$ cat src/rtl/core/indexed_list_insert_delete_macros.svh
// Assertion macros shared by the indexed list block.
`ifndef INDEXED_LIST_INSERT_DELETE_MACROS_SVH
`define INDEXED_LIST_INSERT_DELETE_MACROS_SVH

// The consequent must hold in the same cycle as the antecedent.
`define ILA_ASSERT_SAME(label, clk, rst, ante, cons, msg) \
   label: assert property (@(posedge clk) disable iff (rst) (ante) |-> (cons)) \
      else $error(msg);

// The consequent must hold in the cycle after the antecedent.
`define ILA_ASSERT_NEXT(label, clk, rst, ante, cons, msg) \
   label: assert property (@(posedge clk) disable iff (rst) (ante) |=> (cons)) \
      else $error(msg);

`endif

$ cat src/rtl/core/ila_pkg.sv
// Types and constants of the indexed list block.
package ila_pkg;

   localparam int WORD_W  = 32;
   localparam int KIND_W  = 3;
   localparam int REQ_POS_W = 7;
   localparam int STAT_W  = 2;
   localparam int ECNT_W  = 7;
   // Width of an internal position; covers the largest supported capacity.
   localparam int POS_W   = 11;

   typedef enum logic [KIND_W-1:0] {
      KIND_READ = 3'd0,
      KIND_HEAD = 3'd1,
      KIND_TAIL = 3'd2,
      KIND_AT   = 3'd3,
      KIND_DEL  = 3'd4
   } kind_type;

   typedef enum logic [STAT_W-1:0] {
      ST_DONE  = 2'd0,
      ST_RANGE = 2'd1,
      ST_FULL  = 2'd2
   } status_type;

   localparam logic signed [WORD_W-1:0] MISS_VALUE = -32'sd1;

   typedef struct packed {
      logic                     ins;
      logic                     del;
      logic [POS_W-1:0]         pos;
      logic signed [WORD_W-1:0] word;
   } cell_ctrl_type;

endpackage

$ cat src/rtl/core/ila_cell.sv
// One storage cell of the list; shifts toward or away from the head on command.
module ila_cell #(
   parameter int INDEX = 0
) (
   input  logic                                 clock,
   input  ila_pkg::cell_ctrl_type               ctrl,
   input  logic signed [ila_pkg::WORD_W-1:0]    left_data,
   input  logic signed [ila_pkg::WORD_W-1:0]    right_data,
   output logic signed [ila_pkg::WORD_W-1:0]    data_out,
   output logic signed [ila_pkg::WORD_W-1:0]    read_out
);

   localparam logic [ila_pkg::POS_W-1:0] MY_IDX = ila_pkg::POS_W'(INDEX);

   logic signed [ila_pkg::WORD_W-1:0] entry_ff;
   logic signed [ila_pkg::WORD_W-1:0] entry_in;

   always_comb begin
      entry_in = entry_ff;
      if (ctrl.ins) begin
         if (MY_IDX > ctrl.pos) begin
            entry_in = left_data;
         end else if (MY_IDX == ctrl.pos) begin
            entry_in = ctrl.word;
         end
      end else if (ctrl.del) begin
         if (MY_IDX >= ctrl.pos) begin
            entry_in = right_data;
         end
      end
   end

   always_ff @(posedge clock) begin
      entry_ff <= entry_in;
   end

   assign data_out = entry_ff;
   assign read_out = (MY_IDX == ctrl.pos) ? entry_ff : '0;

endmodule

$ cat config.mk
export PLATFORM = sky130hd
export DESIGN_NAME = ila_cell
export DESIGN_NICKNAME = d
export VERILOG_FILES = /design/src/rtl/core/indexed_list_insert_delete_macros.svh /design/src/rtl/core/ila_pkg.sv /design/src/rtl/core/ila_cell.sv
export SDC_FILE = /design/constraint.sdc
export NUM_CORES = 1
export LEC_CHECK = 0
export ABC_CLOCK_PERIOD_IN_PS = 4500
export BUFFER_PORTS_ARGS = -buffer_cell sky130_fd_sc_hd__buf_2
export CORE_MARGIN = 8
export CORE_UTILIZATION = 35
export DETAILED_ROUTE_END_ITERATION = 10
export PLACE_DENSITY = 0.82
export SLEW_MARGIN = 20
export SYNTH_ARGS = -nofsm -noshare
export SYNTH_HDL_FRONTEND = slang
export SYNTH_SLANG_ARGS = --single-unit
$ cat constraint.sdc
create_clock -name clock -period 4.5 [get_ports clock]
set_input_delay 0.225 -clock clock [delete_from_list [all_inputs] [get_ports clock]]
set_output_delay 0.225 -clock clock [all_outputs]
set_load 0.05 [all_outputs]
==> run_results.csv <==
group,metric,value,unit
floorplanning,dieArea,0.008444,mm²
global_routing,grt_pass1_wl,9.335,mm
logic_synthesis,syn_nets,259,
logic_synthesis,synth_area_leaders,"edfxtp_1, mux2_2, nor4_2",
placed_design,finalWeightedCongestion,0.7523,
route,post_drt_wl_per_cell,16.63,µm
logic_synthesis,ys_warn_count,0,
run,timing.max_cap.violations,0,
route,wirelength,5.904,mm
cells_and_area,layout.cells.non_filler,355,
cts,postCtsHoldBufs,0,
cts,htree_levels,2,
route,drt_iter0_drc,30,
logic_synthesis,synth_top_area_cell,"edfxtp_1",
global_routing,overflow,0,
cells_and_area,drive_gt1_share,75.27,%
cells_and_area,syn_to_final_growth,38.49,%
sta,final.setup.tns,0,ns
cells_and_area,num_antenna_cells,0,
power_and_ir_drop,p_leak,1.272,nW
floorplanning,rows,27,
cts,post_cts_buffers,0,
critical_path,critical_path_class,"input port to output port",
sta,worst_slew_pin_slew,1.042,ns
critical_path,endpoint_kind,"output port",
floorplanning,fp.dieW,91.89,µm
sta,rsz0062_at_grt,"no",
cts,cts_buffers,5,
sta,setup_slack,2.145,ns
global_routing,grt.total_usage,13.86,%
route,dr.pass1.iters,4,
logic_synthesis,yosysTopAreaCellShare,47.67,%
sta,clock.fmax,424.6,MHz
route,drc,0,
critical_path,arrival,2.13,ns
power_and_ir_drop,vdd_drop_max,0.0001718,V
power_and_ir_drop,finalPower,0.6158,mW
placed_design,dp.cells,347,
logic_synthesis,syn_area,0.002016,mm²
critical_path,cp-start-kind,"input port",
power_and_ir_drop,pwr_density_cell,220.6,mW/mm²
cts,cts_tree,"yes",
sta,drv_slew,0,
cells_and_area,fin_nets,392,
floorplanning,io_pins,174,
global_routing,grt_max_degree,34,
cts,cts_resized,0,
route,antenna_left,0,
logic_synthesis,syn_area_per_cell,13.53,µm²
route,drt-vias-per-instance,4.631,
sta,max_slew_margin,30.50,%
critical_path,required,4.28,ns
placed_design,dp_hpwl,4.522,mm
logic_synthesis,synth_seq_cells,32,
cells_and_area,stdcell_area,0.002791,mm²
floorplanning,coreArea,0.005540,mm²
sta,holdWs,0.2460,ns
logic_synthesis,synthCells,149,
global_routing,grt_pass1_vias,1824,
cts,cts_root_buf,"clkbuf_8",
logic_synthesis,yosys.cell_types.count,14,
logic_synthesis,yosysSeqAreaShare,47.67,%
placed_design,place_ws,1.854,ns
sta,setup_viol,0,
floorplanning,initial_core_util,36.38,%
floorplanning,dieHeight,91.89,µm
cells_and_area,utilization,50.38,%
sta,hold_viol_final,0,
cts,cts_sinks,32,
placed_design,placed_cell_area,0.002711,mm²
global_routing,antenna_found_initial,0,
cts,path_clk_slew,0.06,ns
sta,period_minus_slack,2.355,ns
worst_hold_path,hold_path_class,"input port to register",
placed_design,numPortBuffers,141,
cells_and_area,largest_reg_flops,32,
sta,timing.final.crit_share,52.34,%
cts,cts_buffer_depth,2,
route,dr_total_vias,1644,
run_status,status,"finished clean",
critical_path,worstPathMaxFanout,33,
-- worst paths after layout --
path                      from     endpoint  slack (ns)  depth (start not counted)
worst max-delay path  ctrl[40]  read_out[6]        2.14                          4
worst min-delay path   ctrl[6]  data_out[6]        0.25                          2
-- layout make-up --
| type | count | area, µm² |
|---|---|---|
| repair buffers | 142 | 713.2 |
| inverters | 32 | 120.1 |
| clock buffers | 7 | 76.32 |
| fillers | 497 | 2749 |
| well taps | 72 | 90.09 |
| flip-flops and latches | 32 | 960.9 |
| clock inverters | 1 | 3.754 |
| multi-input cells | 69 | 827.0 |
-- worst max-delay path, cell delays in order --
cell    delay, ns
buf_2        0.10
or4_2        1.15
nor4_2       0.33
buf_2        0.32
-- Yosys cell counts, drive strengths merged --
library cell   n
buf           11
clkbuf         5
edfxtp        32
inv           32
mux2          32
nor2           1
nor4          33
or3            1
or4            2
-- power breakdown --
group          total (mW)  internal [mW]  leakage, nW  switching, mW
Sequential          0.330          0.330        0.287      0.0000638
Combinational      0.0798         0.0451        0.944         0.0346
Clock               0.206          0.107       0.0399         0.0982
-- cell families (layout without fill, tap and decap cells) --
logic type | Yosys count | after routing | share of synthesized area (%)
DFF | 32 | 32 | 47.67
and+or+nand+nor | 37 | 37 | 22.28
buffers and inverters | 48 | 182 | 12.17
muxes | 32 | 32 | 17.88
-- placed cells by master (no fill, tap or decap) --
cell	count
nor4_2	27
inv_1	32
or4_4	1
nor4_4	4
nor2_1	1
clkbuf_1	2
or3_2	1
nor4_1	2
mux2_2	32
clkinv_1	1
or4_2	1
edfxtp_1	32
buf_2	141
buf_4	1
clkbuf_8	5
-- routing by layer --
metal  part of all wire [%]  up-vias  track usage (%)
met5                      0        -                0
met4                    1.5        0            5.235
met3                    7.9        8            4.727
met2                     54       71            25.74
met1                     37      763            13.86
li1                       -      802                -
Power figures use the tool's default switching activity.
